==> src/rtl/core/vtiu_pkg.sv <==
`timescale 1ns / 1ps
// vtiu_pkg: shared types, command codes and timing constants for the
// video timing and interrupt unit. No dependencies.
package vtiu_pkg;

	// default frame geometry, used as the defaults of the top level parameters
	localparam int unsigned DOTS_PER_LINE_DEF   = 341;
	localparam int unsigned LINES_PER_FRAME_DEF = 262;

	localparam logic [8:0]  VBLANK_LINE         = 9'd225;
	localparam logic [8:0]  HBLANK_DOT          = 9'd274;
	localparam logic [8:0]  HBLANK_END_DOT      = 9'd1;
	localparam logic [8:0]  JOY_START_DOT       = 9'd76;
	localparam logic [10:0] JOY_WINDOW_DOTS     = 11'd1056;
	localparam logic [7:0]  CHIP_VERSION        = 8'h02;
	localparam logic [8:0]  COMPARE_RESET       = 9'h1FF;
	localparam logic [8:0]  VISIBLE_LINES_RESET = 9'd225;

	// timer irq modes, bits 5-4 of the interrupt enable register
	localparam logic [1:0] IRQ_MODE_OFF = 2'd0;
	localparam logic [1:0] IRQ_MODE_H   = 2'd1;
	localparam logic [1:0] IRQ_MODE_V   = 2'd2;
	localparam logic [1:0] IRQ_MODE_HV  = 2'd3;

	localparam logic [3:0] CMD_TICK       = 4'd0;
	localparam logic [3:0] CMD_WR_NMITIMEN = 4'd1;
	localparam logic [3:0] CMD_WR_HTIME_LO = 4'd2;
	localparam logic [3:0] CMD_WR_HTIME_HI = 4'd3;
	localparam logic [3:0] CMD_WR_VTIME_LO = 4'd4;
	localparam logic [3:0] CMD_WR_VTIME_HI = 4'd5;
	localparam logic [3:0] CMD_RD_RDNMI   = 4'd6;
	localparam logic [3:0] CMD_RD_TIMEUP  = 4'd7;
	localparam logic [3:0] CMD_RD_HVBJOY  = 4'd8;
	localparam logic [3:0] CMD_SOFT_RESET = 4'd9;

	typedef struct packed {
		logic [3:0] command;
		logic [7:0] write_data;
	} vtiu_in_t;

	typedef struct packed {
		logic [7:0] read_data;
		logic       irq_level;
		logic       nmi_pulse;
		logic       hdma_line_event;
		logic       frame_start_event;
		logic       joypad_start_event;
	} vtiu_out_t;

endpackage

==> src/rtl/core/video_timing_interrupt_unit_top.sv <==
`timescale 1ns / 1ps
// video_timing_interrupt_unit_top: top level of the video timing and interrupt unit.
// Depends on vtiu_pkg, vtiu_in_stage, vtiu_core and vtiu_out_stage.

// Takes one command word per clock (a dot tick, a register write, a status read or a
// soft reset) and returns exactly one result word for each, in order. A word is
// captured in the input register, then the state update and the result are worked
// out combinationally and land in the output register, so the unit sustains one
// word per clock while the output side keeps taking results. cfg_we writes
// visible_lines at once, and is meant to be used only while no words are in flight.
module video_timing_interrupt_unit_top #(
	parameter int unsigned DOTS_PER_LINE   = vtiu_pkg::DOTS_PER_LINE_DEF,
	parameter int unsigned LINES_PER_FRAME = vtiu_pkg::LINES_PER_FRAME_DEF
) (
	input  logic                clk,
	input  logic                arst_n,
	input  logic                in_valid,
	output logic                in_ready,
	input  vtiu_pkg::vtiu_in_t  in_data,
	output logic                out_valid,
	input  logic                out_ready,
	output vtiu_pkg::vtiu_out_t out_data,
	input  logic                cfg_we,
	input  logic [8:0]          cfg_wdata
);
	import vtiu_pkg::*;

	logic      item_valid;
	vtiu_in_t  item;
	logic      slot_free;
	logic      advance;
	vtiu_out_t result;

	assign advance = item_valid && slot_free;

	vtiu_in_stage u_in_stage (
		.clk        (clk),
		.arst_n     (arst_n),
		.in_valid   (in_valid),
		.in_ready   (in_ready),
		.in_data    (in_data),
		.advance    (advance),
		.item_valid (item_valid),
		.item       (item)
	);

	vtiu_core #(
		.DOTS_PER_LINE   (DOTS_PER_LINE),
		.LINES_PER_FRAME (LINES_PER_FRAME)
	) u_core (
		.clk       (clk),
		.arst_n    (arst_n),
		.cfg_we    (cfg_we),
		.cfg_wdata (cfg_wdata),
		.step      (advance),
		.item      (item),
		.result    (result)
	);

	vtiu_out_stage u_out_stage (
		.clk       (clk),
		.arst_n    (arst_n),
		.load      (advance),
		.result    (result),
		.slot_free (slot_free),
		.out_valid (out_valid),
		.out_ready (out_ready),
		.out_data  (out_data)
	);

endmodule

==> src/rtl/core/vtiu_in_stage.sv <==
`timescale 1ns / 1ps
// vtiu_in_stage: input register for command words.
// Depends on vtiu_pkg.
module vtiu_in_stage (
	input  logic              clk,
	input  logic              arst_n,
	input  logic              in_valid,
	output logic              in_ready,
	input  vtiu_pkg::vtiu_in_t in_data,
	input  logic              advance,
	output logic              item_valid,
	output vtiu_pkg::vtiu_in_t item
);
	import vtiu_pkg::*;

	logic     valid_s1;
	vtiu_in_t data_s1;

	// empty, or the held word moves on this cycle
	assign in_ready   = !valid_s1 || advance;
	assign item_valid = valid_s1;
	assign item       = data_s1;

	always_ff @(posedge clk or negedge arst_n) begin
		if (!arst_n) begin
			valid_s1 <= 1'b0;
		end else if (in_ready) begin
			valid_s1 <= in_valid;
		end
	end

	always_ff @(posedge clk) begin
		if (in_valid && in_ready) begin
			data_s1 <= in_data;
		end
	end

endmodule

==> src/rtl/core/vtiu_core.sv <==
`timescale 1ns / 1ps
// vtiu_core: dot/line counters, blank flags, nmi and timer irq logic,
// auto-joypad window and status reads. Depends on vtiu_pkg.
module vtiu_core #(
	parameter int unsigned DOTS_PER_LINE   = vtiu_pkg::DOTS_PER_LINE_DEF,
	parameter int unsigned LINES_PER_FRAME = vtiu_pkg::LINES_PER_FRAME_DEF
) (
	input  logic               clk,
	input  logic               arst_n,
	input  logic               cfg_we,
	input  logic [8:0]         cfg_wdata,
	input  logic               step,
	input  vtiu_pkg::vtiu_in_t item,
	output vtiu_pkg::vtiu_out_t result
);
	import vtiu_pkg::*;

	localparam logic [9:0] DOTS_LIMIT  = 10'(DOTS_PER_LINE);
	localparam logic [9:0] LINES_LIMIT = 10'(LINES_PER_FRAME);

	logic [8:0]  visible_lines_q;
	logic [8:0]  dot_q, line_q;
	logic        vblank_q, hblank_q, nmi_latch_q, nmi_prev_q, irq_q;
	logic [7:0]  int_en_q;
	logic [8:0]  h_cmp_q, v_cmp_q;
	logic        joy_busy_q;
	logic [10:0] joy_left_q;
	logic        first_tick_q;

	logic [8:0]  dot_d, line_d;
	logic        vblank_d, hblank_d, nmi_latch_d, nmi_prev_d, irq_d;
	logic [7:0]  int_en_d;
	logic [8:0]  h_cmp_d, v_cmp_d;
	logic        joy_busy_d;
	logic [10:0] joy_left_d;
	logic        first_tick_d;
	vtiu_out_t   res;

	always_comb begin
		logic [9:0] dot_inc;
		logic [9:0] line_inc;
		logic       match;
		logic       src;
		logic       joy_start;

		dot_d        = dot_q;
		line_d       = line_q;
		vblank_d     = vblank_q;
		hblank_d     = hblank_q;
		nmi_latch_d  = nmi_latch_q;
		nmi_prev_d   = nmi_prev_q;
		irq_d        = irq_q;
		int_en_d     = int_en_q;
		h_cmp_d      = h_cmp_q;
		v_cmp_d      = v_cmp_q;
		joy_busy_d   = joy_busy_q;
		joy_left_d   = joy_left_q;
		first_tick_d = first_tick_q;
		res          = '0;
		dot_inc      = {1'b0, dot_q} + 10'd1;
		line_inc     = {1'b0, line_q} + 10'd1;
		match        = 1'b0;
		src          = 1'b0;
		joy_start    = 1'b0;

		case (item.command)
			CMD_TICK: begin
				if (first_tick_q) begin
					first_tick_d = 1'b0;
					if (line_q == '0) begin
						res.frame_start_event = 1'b1;
					end
				end
				if (dot_inc >= DOTS_LIMIT) begin
					dot_d = '0;
					line_d = (line_inc >= LINES_LIMIT) ? '0 : line_inc[8:0];
				end else begin
					dot_d = dot_inc[8:0];
				end

				if (dot_d == '0 && line_d == VBLANK_LINE) begin
					vblank_d    = 1'b1;
					nmi_latch_d = 1'b1;
				end
				if (dot_d == '0 && line_d == '0) begin
					vblank_d              = 1'b0;
					nmi_latch_d           = 1'b0;
					res.frame_start_event = 1'b1;
				end

				if (dot_d == HBLANK_DOT) begin
					hblank_d = 1'b1;
				end
				if (dot_d == HBLANK_END_DOT) begin
					hblank_d = 1'b0;
				end
				res.hdma_line_event = (dot_d == HBLANK_DOT) && (line_d < visible_lines_q);

				case (int_en_q[5:4])
					IRQ_MODE_H:  match = (dot_d == h_cmp_q);
					IRQ_MODE_V:  match = (line_d == v_cmp_q) && (dot_d == '0);
					IRQ_MODE_HV: match = (dot_d == h_cmp_q) && (line_d == v_cmp_q);
					default:     match = 1'b0;
				endcase
				if (match) begin
					irq_d = 1'b1;
				end

				src           = int_en_q[7] && nmi_latch_d;
				res.nmi_pulse = src && !nmi_prev_q;
				nmi_prev_d    = src;

				joy_start = (dot_d == JOY_START_DOT) && (line_d == VBLANK_LINE) &&
					int_en_q[0] && !joy_busy_q;
				if (joy_start) begin
					joy_busy_d             = 1'b1;
					joy_left_d             = JOY_WINDOW_DOTS;
					res.joypad_start_event = 1'b1;
				end
				// window counts down on the same dot it opens
				if (joy_busy_d) begin
					if (joy_left_d != '0) begin
						joy_left_d = joy_left_d - 11'd1;
					end
					if (joy_left_d == '0) begin
						joy_busy_d = 1'b0;
					end
				end
			end
			CMD_WR_NMITIMEN: begin
				int_en_d = item.write_data;
				if (item.write_data[5:4] == IRQ_MODE_OFF) begin
					irq_d = 1'b0;
				end
			end
			CMD_WR_HTIME_LO: h_cmp_d = {h_cmp_q[8], item.write_data};
			CMD_WR_HTIME_HI: h_cmp_d = {item.write_data[0], h_cmp_q[7:0]};
			CMD_WR_VTIME_LO: v_cmp_d = {v_cmp_q[8], item.write_data};
			CMD_WR_VTIME_HI: v_cmp_d = {item.write_data[0], v_cmp_q[7:0]};
			CMD_RD_RDNMI: begin
				res.read_data = {nmi_latch_q, 7'd0} | CHIP_VERSION;
				nmi_latch_d   = 1'b0;
			end
			CMD_RD_TIMEUP: begin
				res.read_data = {irq_q, 7'd0};
				irq_d         = 1'b0;
			end
			CMD_RD_HVBJOY: begin
				res.read_data = {vblank_q, hblank_q, 5'd0, joy_busy_q};
			end
			CMD_SOFT_RESET: begin
				int_en_d     = '0;
				irq_d        = 1'b0;
				dot_d        = '0;
				line_d       = '0;
				vblank_d     = 1'b0;
				hblank_d     = 1'b0;
				nmi_prev_d   = 1'b0;
				joy_busy_d   = 1'b0;
				joy_left_d   = '0;
				first_tick_d = 1'b1;
			end
			default: begin
			end
		endcase
		res.irq_level = irq_d;
	end

	assign result = res;

	always_ff @(posedge clk or negedge arst_n) begin
		if (!arst_n) begin
			visible_lines_q <= VISIBLE_LINES_RESET;
		end else if (cfg_we) begin
			visible_lines_q <= cfg_wdata;
		end
	end

	always_ff @(posedge clk or negedge arst_n) begin
		if (!arst_n) begin
			dot_q        <= '0;
			line_q       <= '0;
			vblank_q     <= 1'b0;
			hblank_q     <= 1'b0;
			nmi_latch_q  <= 1'b0;
			nmi_prev_q   <= 1'b0;
			irq_q        <= 1'b0;
			int_en_q     <= '0;
			h_cmp_q      <= COMPARE_RESET;
			v_cmp_q      <= COMPARE_RESET;
			joy_busy_q   <= 1'b0;
			joy_left_q   <= '0;
			first_tick_q <= 1'b1;
		end else if (step) begin
			dot_q        <= dot_d;
			line_q       <= line_d;
			vblank_q     <= vblank_d;
			hblank_q     <= hblank_d;
			nmi_latch_q  <= nmi_latch_d;
			nmi_prev_q   <= nmi_prev_d;
			irq_q        <= irq_d;
			int_en_q     <= int_en_d;
			h_cmp_q      <= h_cmp_d;
			v_cmp_q      <= v_cmp_d;
			joy_busy_q   <= joy_busy_d;
			joy_left_q   <= joy_left_d;
			first_tick_q <= first_tick_d;
		end
	end

`ifndef ASSERT_OFF
	a_dot_range: assert property (@(posedge clk) disable iff (!arst_n)
		{1'b0, dot_q} < DOTS_LIMIT)
		else $error("dot counter out of range");

	a_line_range: assert property (@(posedge clk) disable iff (!arst_n)
		{1'b0, line_q} < LINES_LIMIT)
		else $error("line counter out of range");

	a_joy_window: assert property (@(posedge clk) disable iff (!arst_n)
		joy_busy_q == (joy_left_q != '0))
		else $error("joypad busy flag disagrees with window count");

	a_soft_reset: assert property (@(posedge clk) disable iff (!arst_n)
		step && item.command == CMD_SOFT_RESET |=> first_tick_q && dot_q == '0 &&
		line_q == '0 && !irq_q)
		else $error("soft reset did not restart timing");
`endif

endmodule

==> src/rtl/core/vtiu_out_stage.sv <==
`timescale 1ns / 1ps
// vtiu_out_stage: result register with valid/ready handshake.
// Depends on vtiu_pkg.
module vtiu_out_stage (
	input  logic                clk,
	input  logic                arst_n,
	input  logic                load,
	input  vtiu_pkg::vtiu_out_t result,
	output logic                slot_free,
	output logic                out_valid,
	input  logic                out_ready,
	output vtiu_pkg::vtiu_out_t out_data
);
	import vtiu_pkg::*;

	logic      valid_s2;
	vtiu_out_t data_s2;

	// register empty, or its word leaves this cycle
	assign slot_free = !valid_s2 || out_ready;
	assign out_valid = valid_s2;
	assign out_data  = data_s2;

	always_ff @(posedge clk or negedge arst_n) begin
		if (!arst_n) begin
			valid_s2 <= 1'b0;
		end else if (slot_free) begin
			valid_s2 <= load;
		end
	end

	always_ff @(posedge clk) begin
		if (load) begin
			data_s2 <= result;
		end
	end

endmodule
==> config.mk <==
export PLATFORM = sky130hd
export DESIGN_NAME = video_timing_interrupt_unit_top
export DESIGN_NICKNAME = d
export VERILOG_FILES = /design/src/rtl/core/vtiu_pkg.sv /design/src/rtl/core/video_timing_interrupt_unit_top.sv /design/src/rtl/core/vtiu_in_stage.sv /design/src/rtl/core/vtiu_core.sv /design/src/rtl/core/vtiu_out_stage.sv
export SDC_FILE = /design/constraint.sdc
export NUM_CORES = 1
export LEC_CHECK = 0
export ABC_AREA = 1
export BUFFER_PORTS_ARGS = -buffer_cell sky130_fd_sc_hd__buf_4
export CAP_MARGIN = 5
export CELL_PAD_IN_SITES_DETAIL_PLACEMENT = 0
export CELL_PAD_IN_SITES_GLOBAL_PLACEMENT = 2
export CORE_MARGIN = 2
export CORE_UTILIZATION = 36
export DETAILED_ROUTE_END_ITERATION = 7
export PLACE_DENSITY_LB_ADDON = 0.12
export SKIP_LAST_GASP = 1
export SYNTH_ARGS = -nofsm -noshare
export SYNTH_HDL_FRONTEND = slang
export SYNTH_SLANG_ARGS = --single-unit
==> constraint.sdc <==
create_clock -name clk -period 5 [get_ports clk]
set_clock_uncertainty 0.15 [all_clocks]
set_input_delay 1 -clock clk [delete_from_list [all_inputs] [get_ports clk]]
set_output_delay 1 -clock clk [all_outputs]
set_load 0.05 [all_outputs]
# [After elaboration in Yosys (flattened, before gate mapping)]
# Cells that the tools add are included.
[classes] add_sub_neg=3 magnitude_cmp=3 n_eq_ne=20 muxes=44 n_bitwise=4 n_reduce_logical=38
[ops] operator="case mux 9 bit (2 select lines)" n=4
[ops] operator="two-way mux 11 bit" n=6
[ops] operator="two-way mux 9 bit" n=5
[ops] operator="zero test 9 bit" n=3
[ops] operator="case mux 8 bit (3 select lines)" n=1
[ops] operator="case mux 11 bit (2 select lines)" n=1
[ops] operator="adder 9 x 1 -> 10 bit, second input constant" n=2
[ops] operator="greater-or-equal comparator 10 x 9 -> 1 bit, second input constant" n=2
[ops] operator="equality test 9 bit" n=2
[ops] operator="two-way mux 1 bit" n=18
[ops] operator="AND reduction 3 bit" n=6
[ops] operator="equality test 4 x 3 -> 1 bit, second input constant" n=4
[ops] operator="case mux 8 bit (2 select lines)" n=1
[ops] operator="logical AND 1 bit" n=12
[ops] operator="case mux 1 bit (2 select lines)" n=6
[ops] operator="zero test 11 bit" n=1
[ops] operator="nonzero test 11 bit" n=1
[ops] operator="subtractor 11 x 1 -> 11 bit, second input constant" n=1
[ops] operator="equality test 9 x 1 -> 1 bit, second input constant" n=1
[ops] operator="equality test 9 x 7 -> 1 bit, second input constant" n=1
[ops] operator="equality test 9 x 8 -> 1 bit, second input constant" n=1
[ops] operator="equality test 9 bit, second input constant" n=1
[ops] operator="< comparator 9 bit" n=1
[ops] operator="equality test 4 x 2 -> 1 bit, second input constant" n=2
[ops] operator="14 further kinds" n=29
[totals] ff_bits=98 input_bits=26 output_inout_bits=15 wordCells=138

# [Longest topological paths before layout]
# Gate-level depths: netlist of run 1.
[depth] word_depth=19 ltp_mapped=32 ltp_nobuf=29

# [Hierarchy]
# From an unflattened synthesis of run 1, not the netlist that was laid out.
[unflattened] hier_cells=660 hier_area_um2=5574.1
[by_module_without_submodules] mod="vtiu_core" n_inst=1 cells_each=622 area_each_um2=4725.8 seq_area_each_um2=1705.4
[by_module_without_submodules] mod="vtiu_out_stage" n_inst=1 cells_each=18 area_each_um2=435.4 seq_area_each_um2=415.4
[by_module_without_submodules] mod="vtiu_in_stage" n_inst=1 cells_each=18 area_each_um2=405.4 seq_area_each_um2=385.4
[by_module_without_submodules] mod="video_timing_interrupt_unit_top" n_inst=1 cells_each=2 area_each_um2=7.5 seq_area_each_um2=0.0

# [Least setup slack after synthesis of run 1]
# No wires, ideal clock.
[synth_path] path_type="register -> register" from="register u_core.dot_q[0]" to="register u_core.joy_busy_q" setup_ns=0.116 arrival_ns=3.256 required_time_ns=4.734 slack_ns=1.478 path_stages_with_launch=29 n_path_buf=4 synth_period_minus_slack_ns=3.522 cell_sequence="dfrtp_1 -> ha_1 -> nand3_1 -> nor2_2 -> nand4_1 -> or2_4 -> nand2_4 -> nand2_4 -> nand2_4 -> buf_6 -> nand2_2 -> nand2_2 -> nand2_1 -> nor2_2 -> nand4_2 -> buf_6 -> buf_6 -> nand2_1 -> ha_1 -> nand2_1 -> inv_2 -> nand3_4 -> buf_6 -> nand2_1 -> nand2_1 -> clkinv_1 -> nand4_1 -> nand2_1 -> nand2_1"
[synth_via] elab_chain_cells=18 word_cells_on_any_way=24 classes_between="add/sub (2); order compare (1); eq/ne (2); mux (14); reduce/logical (5)"
[synth_lines] element="start, declared" line_no="vtiu_core.sv:22" rtl="logic [8:0] dot_q, line_q;"
[synth_lines] element="start signal, assigned" line_no="vtiu_core.sv:195" rtl="dot_q <= dot_d;"
[synth_lines] element="adder 9 x 1 -> 10 bit (*)" line_no="vtiu_core.sv:60" rtl="dot_inc = {1'b0, dot_q} + 10'd1;"
[synth_lines] element="greater-or-equal comparator 10 x 9 -> 1 bit" line_no="vtiu_core.sv:74" rtl="if (dot_inc >= DOTS_LIMIT) begin"
[synth_lines] element="two-way mux 9 bit" line_no="vtiu_core.sv:74"
[synth_lines] element="two-way mux 9 bit" line_no="vtiu_core.sv:66" rtl="case (item.command)"
[synth_lines] element="equality test 9 x 7 -> 1 bit or equality test 9 x 8 -> 1 bit (tied branches)" line_no="vtiu_core.sv:113" rtl="joy_start = (dot_d == JOY_START_DOT) && (line_d == VBLANK_LINE) &&"
[synth_lines] element="logical AND 1 bit (*) (2 in a row)" line_no="vtiu_core.sv:113"
[synth_lines] element="logical AND 1 bit (*)" line_no="vtiu_core.sv:114" rtl="int_en_q[0] && !joy_busy_q;"
[synth_lines] element="two-way mux 11 bit" line_no="vtiu_core.sv:115" rtl="if (joy_start) begin"
[synth_lines] element="two-way mux 11 bit" line_no="vtiu_core.sv:66"
[synth_lines] element="subtractor 11 x 1 -> 11 bit or nonzero test 11 bit (tied branches)" line_no="vtiu_core.sv:123, vtiu_core.sv:122"
[synth_lines] element="two-way mux 11 bit" line_no="vtiu_core.sv:122" rtl="if (joy_left_d != '0) begin"
[synth_lines] element="two-way mux 11 bit" line_no="vtiu_core.sv:121" rtl="if (joy_busy_d) begin"
[synth_lines] element="two-way mux 11 bit" line_no="vtiu_core.sv:66"
[synth_lines] element="zero test 11 bit" line_no="vtiu_core.sv:125" rtl="if (joy_left_d == '0) begin"
[synth_lines] element="two-way mux 1 bit" line_no="vtiu_core.sv:125"
[synth_lines] element="two-way mux 1 bit (*)" line_no="vtiu_core.sv:121"
[synth_lines] element="case mux 1 bit (2 select lines) (*)" line_no="vtiu_core.sv:66"
[synth_lines] element="end signal, assigned" line_no="vtiu_core.sv:205" rtl="joy_busy_q <= joy_busy_d;"
[synth_lines] element="end, declared" line_no="vtiu_core.sv:26" rtl="logic joy_busy_q;"
# Mark *: on every way between the ends. The rest lies on a longest branch, timed or not. The select of a mux whose other input is x is not followed.
# A chain may end at the register's enable or synchronous reset.

# [Worst setup path after layout of run 1]
# Ends and elaborated chain as after synthesis.

==> summary.txt, run 1 <==
Clock network
  • Total CTS buffers: 9
  • # hold bufs at CTS: 0
  • Sink Count: 90
  • PostCTS Resize Cnt: 0
  • Clock H-tree levels: 3
  • Setup Fix Bufs, Post-CTS: 0
  • CTS tree: yes
  • Root buffer cell: clkbuf_16
  • Clock transition at path regs: 0.07 ns
  • CTS max path bufs: 2
  • Clk Latency, worst-skew pair: 0.34 ns

Drt
  • Drt initial violations: 387
  • WL final: 14.48 mm
  • Met3 wire length: 475 um
  • ANT nets after route: 0
  • Avg WL per Cell: 16.18 um
  • Residual DRC count: 0
  • Vias: 4680
  • Vias per inst: 5.229
  • First-pass iteration count of the detailed router: 5
  • Met1 wire length: 7.016 mm
  • Routed wl met2: 6.709 mm
  • Max Used Layer: met4

Yosys
  • Mapped cell area: 0.005391 mm^2
  • Ys Warns: 0
  • Yosys reg bits: 90
  • Mean Syn Cell Area: 8.023 um^2
  • Synth cell types: 52
  • Yosys top cell by area: dfrtp_1
  • Post-Syn Instances: 672
  • Area share of the largest cell type after synthesis: 0.2135
  • Top post-synthesis cells by area: dfrtp_1, edfxtp_1, dfstp_2
  • Seq/Total Area, Yosys: 0.4426
  • Number of enable flip-flop cells after synthesis: 21
  • Ys async rst share: 0.7667
  • Main synth FF type: dfrtp_1

Layout
  • # diodes: 0
  • # fillers: 1449
  • Final instance area: 0.006135 mm^2
  • Share of cells above drive strength 1: 0.1702
  • Multi-input logic area: 0.002527 mm^2
  • P&R area growth vs syn: 13.79%
  • Most frequent cells in the layout: nand2_1, inv_1, nand3_1
  • Most common cell after layout, fill and taps aside: nand2_1
  • Nets@finish: 746
  • Register Area: 0.002386 mm^2

Critical path
  • Crit path max-delay family: simple AND/OR/NAND/NOR gates
  • Required @ worst endpoint: 5.08 ns
  • Cell mode on critical path: nand2_1
  • Slowest stage delay, CP: 0.44 ns
  • Crit Path Max Fanout: 13
  • Worst Setup End Kind: register
  • Critical setup path kind: register to register
  • CP max-delay cell: dfrtp_1
  • Data arrival, critical path: 4.28 ns
  • CP Buf/Inv Count: 3
  • CP startpoint kind: register

GRT
  • GRT Total Usage: 0.1886
  • Vias in the first global route: 4562
  • First-pass GRT wire length: 23.90 mm
  • Initial antenna violation count: 0
  • Largest net degree at the start of global routing: 70
  • Global route overflow: 0

Floorplan
  • Io pins: 41
  • Placeable Area: 0.01459 mm^2
  • Initial Utilization: 0.3696
  • Die Y: 126.4 um
  • Die area: 0.01597 mm^2
  • Num rows: 44
  • Die Width: 126.4 um

Power
  • Power Dens Cells: 555.7 mW/mm^2
  • Peak supply drop: 0.2160 mV
  • P_leak: 0.002810 uW
  • Pwr Total: 3409 uW

STA
  • Slew Limit Fails: 0
  • Period utilisation layout: 0.8405
  • Max Freq: 238.0 MHz
  • Slew headroom: 0.2581
  • Final Hold Fails: 0
  • Setup TNS: 0 ns
  • # setup viols final: 0
  • RSZ-0062 raised after global routing: false
  • Min setup slack post-route: 0.7975 ns
  • Tightest Pin Transition: 1.099 ns
  • Final min period: 4.203 ns

Worst hold path
  • Hold Crit Class: register to register

Outcome
  • Status: finished clean

Place
  • DP HPWL: 10.93 mm
  • Pre-CTS setup slack: 0.8543 ns
  • Final Wtd Congestion: 0.9033
  • Placed Area: 0.005816 mm^2
  • Port bufs: 36

Flow run
  • Max Cap Violations: 0
per-stage QoR:
stage | utilization | cells | hold WS (ns)
final | 0.4205 | 895 | 0.3376
after CTS | 0.4200 | 894 | 0.3425
after detailed placement | 0.3986 | 878 | 0.3263
after floorplan | - | 675 | 0.3030
after global routing | 0.4205 | 895 | 0.3719
after global placement | 0.3986 | 878 | 0.3250
logic make-up (layout without fill, tap and decap cells):
group,count (synthesis),after routing,synth area share
buffers and inverters,120,156,0.09260
and+or+nand+nor,301,301,0.2648
AOI/OAI and AO/OA,133,133,0.1439
xor gates and xnor gates,12,12,0.02089
adders and majority gates,14,14,0.03249
other,1,4,0.0006955
muxes,1,1,0.002089
DFF,90,90,0.4426
cell type report:
cell class,instances,share of cell area
clock buffer,11,0.03794
clock inverter,5,0.01285
inverter,99,0.06058
multi-input combinational,465,0.4120
sequential,90,0.3889
tap,184,0.03753
timing repair buffer,41,0.05017
metal layers:
layer  vias up  global-route usage
li1       2332                   -
met1      2229              0.2674
met2        98              0.3001
met3        21             0.02193
met4         0             0.06593
met5         -                   0
worst paths after layout:
| path | startpoint | endpoint | slack [ns] | depth (start not counted) |
|---|---|---|---|---|
| max | u_core.dot_q[0] | u_core.joy_busy_q | 0.80 | 26 |
| min | u_core.nmi_prev_q | u_core.nmi_prev_q | 0.34 | 2 |
| max reg2reg | u_core.dot_q[0] | u_core.joy_busy_q | 0.80 | 26 |
| min reg2reg | u_core.nmi_prev_q | u_core.nmi_prev_q | 0.34 | 2 |
| max in group asynchronous | arst_n | u_core.dot_q[4] | 3.47 | 1 |
| min in group asynchronous | arst_n | u_core.visible_lines_q[3] | 0.63 | 1 |
synthesized netlist by cell type, drive strengths merged (3+ instances only):
master and number:
o21ai 60, inv 96, nand3 59, dfstp 23, o21bai 3, dfrtp 46
nand4 18, o211ai 3, ha 14, nor2 45, clkbuf 12, a21oi 24
clkinv 3, nor3 9, nor4 7, buf 9, xor2 11, edfxtp 21
o22ai 27, nand2 159
worst reg2reg max path, stage by stage (launching register included):
cell,delay (ns)
dfrtp_1,0.44
ha_1,0.27
nand3_1,0.13
nand2_1,0.06
nand2_1,0.06
clkinv_1,0.10
nand2_1,0.08
nand2_1,0.04
nand2_1,0.07
nand2_2,0.07
a21boi_2,0.45
nand2_1,0.09
nand2_1,0.18
nand2_1,0.15
nor2_2,0.15
nand4_2,0.22
nand2_1,0.28
ha_1,0.26
nand2_1,0.12
inv_2,0.14
nand3_4,0.16
o21ai_1,0.11
nand2_1,0.06
clkinv_1,0.04
nand4_1,0.07
nand2_1,0.07
nand2_1,0.05
where the power goes:
part / internal, uW / switching (uW) / total, uW
clock network: 439 / 286 / 725
registers: 1020 / 193 / 1210
logic: 491 / 985 / 1480
state kept, by name, summed over array words and instances, names as in the netlist, 4 cells and up:
register                flops
u_core.visible_lines_q      9
u_core.int_en_q             4
u_in_stage.item            12
u_core.dot_q                9
u_core.h_cmp_q              9
u_core.v_cmp_q              9
u_out_stage.out_data        9
u_core.line_q               9
u_core.joy_left_q          11
No activity file was read; power rests on OpenSTA's default activity.
==> inputs of run 2 (changes only) <==
==> constraint.sdc (replaced) <==
create_clock -name clk -period 4.35 [get_ports clk]
set_clock_uncertainty 0.15 [all_clocks]
set_input_delay 0.87 -clock clk [delete_from_list [all_inputs] [get_ports clk]]
set_output_delay 0.87 -clock clk [all_outputs]
set_load 0.05 [all_outputs]
==> run 2 against run 1 <==
Setup slack worse by 0.29 ns. Design area is 0.61% higher. Die area stayed put. First-iteration DRC count is 40% lower. Sequential share of layout area is 0.24 points lower. Maximum frequency is 9.3% higher. Critical path depth is 2 lower. Clock power is 9.1% higher. Non-clock buffer count is 8 higher. Register-to-register slack worse by 0.29 ns. Count of clock-buffer cells in the layout stayed put. Largest cell class unchanged. Highest routed layer unchanged.
==> summary.txt, run 2 (synthesis results as in run 1) <==
Critical path
  • Data arrival, critical path: 3.93 ns (-0.35 ns)
  • Critical setup path kind: register to register
  • Required @ worst endpoint: 4.44 ns (-0.64 ns)
  • Reg-to-reg slack, setup: 0.51 ns (-0.29 ns)
  • CP startpoint kind: register
  • Worst Setup End Kind: register
  • Crit Path Max Fanout: 13 (unchanged)

Clock network
  • CTS tree: yes
  • Root buffer cell: clkbuf_16
  • CTS max path bufs: 2 (unchanged)
  • Setup Fix Bufs, Post-CTS: 0 (unchanged)
  • # hold bufs at CTS: 0 (unchanged)
  • Clock H-tree levels: 3 (unchanged)
  • Sink Count: 90 (unchanged)
  • Total CTS buffers: 9 (unchanged)
  • PostCTS Resize Cnt: 0 (unchanged)
  • Clock transition at path regs: 0.07 ns (about the same)
  • Clk Latency, worst-skew pair: 0.34 ns (about the same)

Power
  • Pwr Total: 3894 uW (+14%)
  • Peak supply drop: 0.2616 mV (+21%)
  • Reg power frac: 0.357 (+0.003)
  • Power Dens Cells: 630.9 mW/mm^2 (+14%)
  • Cell Int Power: 2197 uW (+13%)
  • Clk pwr share: 0.203 (-0.010)
  • Switching part of the total: 0.4357 (+0.006405)
  • P_leak: 0.002836 uW (+0.91%)
  • Logic pwr share: 0.440 (+0.007)
  • Sw power: 1697 uW (+16%)

GRT
  • Largest net degree at the start of global routing: 70 (unchanged)
  • GRT Total Usage: 0.1895 (+0.0008654)
  • Initial antenna violation count: 0 (unchanged)
  • Global route overflow: 0 (unchanged)
  • First-pass GRT wire length: 23.86 mm (-0.17%)
  • Vias in the first global route: 4496 (-1.4%)

STA
  • Slew headroom: 0.3455 (+0.08739)
  • Setup TNS: 0 ns (unchanged)
  • Final min period: 3.844 ns (-0.3582 ns)
  • RSZ-0062 raised after global routing: false
  • Period utilisation layout: 0.8838 (+0.04325)
  • # setup viols final: 0 (unchanged)
  • Final Hold Fails: 0 (unchanged)
  • Max Freq: 260.1 MHz (+9.3%)
  • Tightest Pin Transition: 0.9691 ns (-0.1294 ns)
  • Slew Limit Fails: 0 (unchanged)

Floorplan
  • Die Y: 126.4 um (unchanged)
  • Die Width: 126.4 um (unchanged)
  • Io pins: 41 (unchanged)
  • Initial Utilization: 0.3696 (unchanged)
  • Die area: 0.01597 mm^2 (unchanged)
  • Num rows: 44 (unchanged)
  • Placeable Area: 0.01459 mm^2 (unchanged)

Layout
  • Share of cells above drive strength 1: 0.1794 (+0.009233)
  • Max FFs per register: 12 (unchanged)
  • # diodes: 0 (unchanged)
  • P&R area growth vs syn: 14.48%
  • Final std cells w/o fill: 903 (+0.89%)
  • Nets@finish: 754 (+1.1%)
  • Most common cell after layout, fill and taps aside: nand2_1
  • Most frequent cells in the layout: nand2_1, inv_1, nand3_1

Drt
  • Drt initial violations: 232 (-40%)
  • Avg WL per Cell: 16.43 um (+1.5%)
  • ANT nets after route: 0 (unchanged)
  • WL final: 14.84 mm (+2.4%)
  • First-pass iteration count of the detailed router: 8 (+3)
  • Vias: 4656 (-0.51%)
  • Vias per inst: 5.156 (-1.4%)
  • Residual DRC count: 0 (unchanged)

Worst hold path
  • Hold Crit Class: register to register

Place
  • DP HPWL: 11.19 mm (+2.4%)
  • Dpl cells: 887 (+1.0%)
  • Port bufs: 36 (unchanged)
  • Final Wtd Congestion: 0.8973 (-0.66%)

Outcome
  • Status: finished clean

Flow run
  • Max Cap Violations: 0 (unchanged)
[run 2: changes by cell type in the layout (fill, tap and decap cells not counted)]
cell / previous run / this run
bufinv_16: 2 / 1
clkinvlp_4: 0 / 1
clkbuf_4: 1 / 0
buf_4: 40 / 49
[run 2: area by class of cell]
| type | count | area [um^2] |
|---|---|---|
| fillers | 1484 | 8417 |
| clock inverters | 5 | 56.30 |
| multi-input cells | 465 | 2527 |
| flip-flops and latches | 90 | 2386 |
| repair buffers | 49 | 367.9 |
| inverters | 99 | 371.6 |
| well taps | 184 | 230.2 |
| clock buffers | 11 | 232.7 |
[run 2: worst paths after layout]
kind | from | endpoint | depth (start not counted)
hold / removal | u_core.nmi_prev_q | u_core.nmi_prev_q | 2
setup / recovery | u_core.dot_q[0] | u_core.joy_busy_q | 24
hold reg to reg | u_core.nmi_prev_q | u_core.nmi_prev_q | 2
setup reg to reg | u_core.dot_q[0] | u_core.joy_busy_q | 24
max in group asynchronous | arst_n | u_core.dot_q[8] | 1
min in group asynchronous | arst_n | u_core.visible_lines_q[4] | 1
[run 2: through the flow]
stage                     setup slack, ns  area (um^2)    util  hold slack [ns]
after floorplan                    0.8278         5403       -           0.3030
after global placement             0.5877         5883  0.4033           0.3243
after detailed placement           0.5095         5883  0.4033           0.3350
after CTS                          0.4998         6172  0.4231           0.3505
after global routing              0.07138         6172  0.4231           0.3788
final                              0.5057         6172  0.4231           0.3475
[run 2: per-layer routing]
layer | vias to the layer above | GRT usage | wire length (um)
met3 | 19 | 0.02488 | 425
met2 | 77 | 0.3067 | 6932
met4 | 0 | 0.05947 | 225
met1 | 2223 | 0.2651 | 7253
li1 | 2337 | - | -
met5 | - | 0 | 0
[run 2: critical path, stage by stage, from the launching register on]
cell      delay (ns)
dfrtp_1         0.46
ha_1            0.25
nand3_1         0.12
nor2_2          0.12
nand4_1         0.11
or2_4           0.27
nand2_4         0.11
nand2_4         0.11
nand2_4         0.15
o21ai_1         0.09
nand2_1         0.16
nand2_1         0.13
nor2_2          0.15
nand4_2         0.15
nand2_1         0.13
ha_1            0.21
nand2_1         0.13
inv_2           0.15
nand3_4         0.16
o21ai_1         0.13
nand2_1         0.07
clkinv_1        0.04
nand4_1         0.07
nand2_1         0.07
nand2_1         0.04
[run 2: power by group through the flow]
stage               combinational, uW  clock, uW  sequential (uW)
floorplan                        1230          0             1370
global placement                 1700          0             1400
detailed placement               1700          0             1400
CTS                              1710        809             1390
global route                     1920        842             1420
finish                           1710        791             1390
==> inputs of run 3 (changes only) <==
--- a/config.mk
+++ b/config.mk
@@ -6,15 +6,17 @@
 export NUM_CORES = 1
 export LEC_CHECK = 0
 export ABC_AREA = 1
+export ABC_CLOCK_PERIOD_IN_PS = 4350
 export BUFFER_PORTS_ARGS = -buffer_cell sky130_fd_sc_hd__buf_4
 export CAP_MARGIN = 5
 export CELL_PAD_IN_SITES_DETAIL_PLACEMENT = 0
 export CELL_PAD_IN_SITES_GLOBAL_PLACEMENT = 2
 export CORE_MARGIN = 2
-export CORE_UTILIZATION = 36
+export CORE_UTILIZATION = 37
 export DETAILED_ROUTE_END_ITERATION = 7
 export PLACE_DENSITY_LB_ADDON = 0.12
 export SKIP_LAST_GASP = 1
 export SYNTH_ARGS = -nofsm -noshare
 export SYNTH_HDL_FRONTEND = slang
+export SYNTH_HIERARCHICAL = 1
 export SYNTH_SLANG_ARGS = --single-unit
==> run 3 against run 2 <==
Total power fell by 2.7%. Design area rose by 3.5%. Sequential share of layout area rose by 0.63 points. Combinational power fell by 9%. Worst hold slack got worse by 0.015 ns. Final cell count fell by 0.78%. Sequential power rose by 4%. Critical path type unchanged.
==> summary.txt, run 3 <==
Clock network
  • Sink Count: 94 (+4.4%)
  • Clock transition at path regs: 0.07 ns (about the same)
  • Setup Fix Bufs, Post-CTS: 0 (unchanged)
  • PostCTS Resize Cnt: 0 (unchanged)
  • Clk Latency, worst-skew pair: 0.35 ns (about the same)
  • Root buffer cell: clkbuf_16
  • CTS max path bufs: 2 (unchanged)
  • CTS tree: yes
  • Total CTS buffers: 9 (unchanged)
  • Clock H-tree levels: 3 (unchanged)
  • # hold bufs at CTS: 0 (unchanged)

Floorplan
  • Die Width: 126.7 um (+0.29%)
  • Io pins: 41 (unchanged)
  • Die Y: 126.7 um (+0.29%)
  • Die area: 0.01606 mm^2 (+0.58%)
  • Placeable Area: 0.01464 mm^2 (+0.38%)
  • Num rows: 44 (unchanged)
  • Initial Utilization: 0.3806 (+0.01109)

Yosys
  • Seq/Total Area, Yosys: 0.4496 (+0.007045)
  • Synth top cells by count: nand2_1, inv_1, o21ai_0
  • Yosys top cell by area: dfrtp_1
  • Multiplexer area fraction after synthesis: 0.01616 (+0.01407)
  • Post-synthesis compound-gate area fraction: 0.1219 (-0.02200)
  • Ys async rst share: 0.7340 (-0.03262)
  • Main synth FF type: dfrtp_1
  • Post-Synth Simple-Gate Area: 0.2676 (+0.002770)
  • Number of enable flip-flop cells after synthesis: 25 (+19%)
  • Post-synthesis xor/xnor area fraction: 0.02200 (+0.001111)
  • Top post-synthesis cells by area: dfrtp_1, edfxtp_1, dfstp_2
  • Yosys reg bits: 94 (+4.4%)
  • Mapped cell area: 0.005574 mm^2 (+3.4%)
  • Post-Syn Instances: 660 (-1.8%)
  • Mean Syn Cell Area: 8.446 um^2 (+5.3%)
  • Synth cell types: 53 (+1.9%)
  • Most common cell in the synthesized netlist: nand2_1
  • Post-Synth Adder-Cell Area: 0.03143 (-0.001065)
  • Largest family of logic cells by synthesized area: simple AND/OR/NAND/NOR gates
  • Ys Warns: 6 (+6)
  • Area share of the largest cell type after synthesis: 0.2065 (-0.006997)

STA
  • Setup TNS: 0 ns (unchanged)
  • Final min period: 3.956 ns (+0.1120 ns)
  • # setup viols final: 0 (unchanged)
  • Slew headroom: 0.2766 (-0.06889)
  • Hold Slack: 0.3327 ns (-0.01483 ns)
  • Max Freq: 252.8 MHz (-2.8%)
  • Period utilisation layout: 0.9095 (+0.02575)
  • Final Hold Fails: 0 (unchanged)
  • Slew Limit Fails: 0 (unchanged)
  • Min setup slack post-route: 0.3936 ns (-0.1120 ns)
  • RSZ-0062 raised after global routing: false
  • Tightest Pin Transition: 1.071 ns (+0.1020 ns)

Critical path
  • CP startpoint kind: register
  • Crit path from: u_core/dot_q[0]
  • Crit Path Max Fanout: 13 (unchanged)
  • Required @ worst endpoint: 4.44 ns (about the same)
  • Critical setup path kind: register to register
  • Worst Setup End Kind: register
  • Worst r2r src: u_core/dot_q[0]
  • Data arrival, critical path: 4.05 ns (+0.12 ns)

Layout
  • P&R area growth vs syn: 14.61%
  • Most frequent cells in the layout: nand2_1, inv_1, o21ai_0
  • Max FFs per register: 13 (+1)
  • Final instance area: 0.006389 mm^2 (+3.5%)
  • Nets@finish: 747 (-0.93%)
  • Share of cells above drive strength 1: 0.2051 (+0.02564)
  • # diodes: 0 (unchanged)
  • Most common cell after layout, fill and taps aside: nand2_1

Drt
  • Residual DRC count: 0 (unchanged)
  • ANT nets after route: 0 (unchanged)
  • Vias per inst: 5.136 (-0.39%)
  • First-pass iteration count of the detailed router: 5 (-3)
  • WL final: 14.33 mm (-3.4%)
  • Drt initial violations: 325 (+40%)
  • Vias: 4602 (-1.2%)
  • Avg WL per Cell: 16.00 um (-2.6%)

Power
  • Clk pwr share: 0.210 (+0.007)
  • Cell Int Power: 2208 uW (+0.50%)
  • P_leak: 0.002928 uW (+3.2%)
  • Power Dens Cells: 593.4 mW/mm^2 (-6.0%)
  • Logic pwr share: 0.410 (-0.030)
  • Switching part of the total: 0.4174 (-0.01830)
  • Reg power frac: 0.380 (+0.023)
  • Sw power: 1582 uW (-6.7%)
  • Peak supply drop: 0.3227 mV (+23%)

GRT
  • Vias in the first global route: 4510 (+0.31%)
  • GRT Total Usage: 0.1905 (+0.001066)
  • Global route overflow: 0 (unchanged)
  • Initial antenna violation count: 0 (unchanged)
  • Largest net degree at the start of global routing: 70 (unchanged)
  • First-pass GRT wire length: 24.04 mm (+0.75%)

Flow run
  • Max Cap Violations: 0 (unchanged)

Place
  • Port bufs: 40 (+11%)
  • DP HPWL: 10.63 mm (-4.9%)
  • Placed Area: 0.006077 mm^2 (+3.3%)
  • Pre-CTS setup slack: 0.2799 ns (-0.2297 ns)
  • Final Wtd Congestion: 0.8854 (-1.3%)

Worst hold path
  • Hold Crit Class: register to register
  • Hold Startpoint: u_core/v_cmp_q[8]

Outcome
  • Status: finished clean
==> run 3: power by group through the flow <==
stage	logic [uW]	clock network, uW	registers, uW
floorplan	1120	0	1420
global placement	1550	0	1450
detailed placement	1550	0	1450
CTS	1560	830	1440
global route	1760	861	1480
finish	1550	796	1440
==> run 3: critical path, cell delays in order (launching register included) <==
cell	delay, ns
dfrtp_2	0.45
ha_2	0.24
nand3_2	0.10
nor2_2	0.13
nand3_1	0.13
xor2_2	0.19
inv_2	0.10
nand2_4	0.13
nand2_8	0.09
inv_6	0.13
nand2_1	0.06
nand2_1	0.16
nand3_1	0.15
nor2_4	0.16
nand4_4	0.19
nand2_1	0.15
ha_1	0.24
nand2_1	0.13
clkinv_1	0.16
nand3_4	0.19
nand2_2	0.13
nand2_2	0.06
inv_2	0.04
nand4_1	0.08
nand2_1	0.07
nand2_1	0.05
==> run 3: metrics by stage <==
stage	util	std cells	power [uW]
6_report	0.4363	896	3791
5_1_grt	0.4363	896	4102
4_1_cts	0.4353	896	3822
3_5_place_dp	0.4150	880	3000
3_3_place_gp	0.4150	880	3000
2_1_floorplan	-	663	2546
==> run 3: cell families after synthesis <==
logic type,after synthesis
adders and majority gates,14
muxes,8
AOI/OAI and AO/OA,118
other,1
and+or+nand+nor,294
xor gates and xnor gates,14
DFF,94
buffers and inverters,117
==> run 3: path summary, 6_finish.rpt <==
path                                      to  slack, ns  depth (start not counted)
setup / recovery           u_core/joy_busy_q       0.39                         25
max in group asynchronous   u_core/line_q[0]       2.89                          1
hold reg to reg            u_core/v_cmp_q[8]       0.33                          2
hold / removal             u_core/v_cmp_q[8]       0.33                          2
min in group asynchronous   u_core/line_q[7]       0.51                          1
setup reg to reg           u_core/joy_busy_q       0.39                         25
==> run 3: layout make-up <==
| cell class | instances | area, um^2 |
|---|---|---|
| clock buffers | 11 | 254.0 |
| clock inverters | 5 | 43.79 |
| fillers | 1464 | 8255 |
| inverters | 98 | 372.9 |
| multi-input cells | 452 | 2587 |
| flip-flops and latches | 94 | 2510 |
| well taps | 184 | 230.2 |
| repair buffers | 52 | 390.4 |
==> run 3: metal layers <==
layer  GRT usage  share of wire  wire (um)  up-vias
met5           0              0          0        -
met4     0.03426         0.0067         96        0
met3     0.04260          0.045        646        5
met2      0.3103           0.47       6724      104
met1      0.2651           0.48       6866     2193
li1            -              -          -     2300
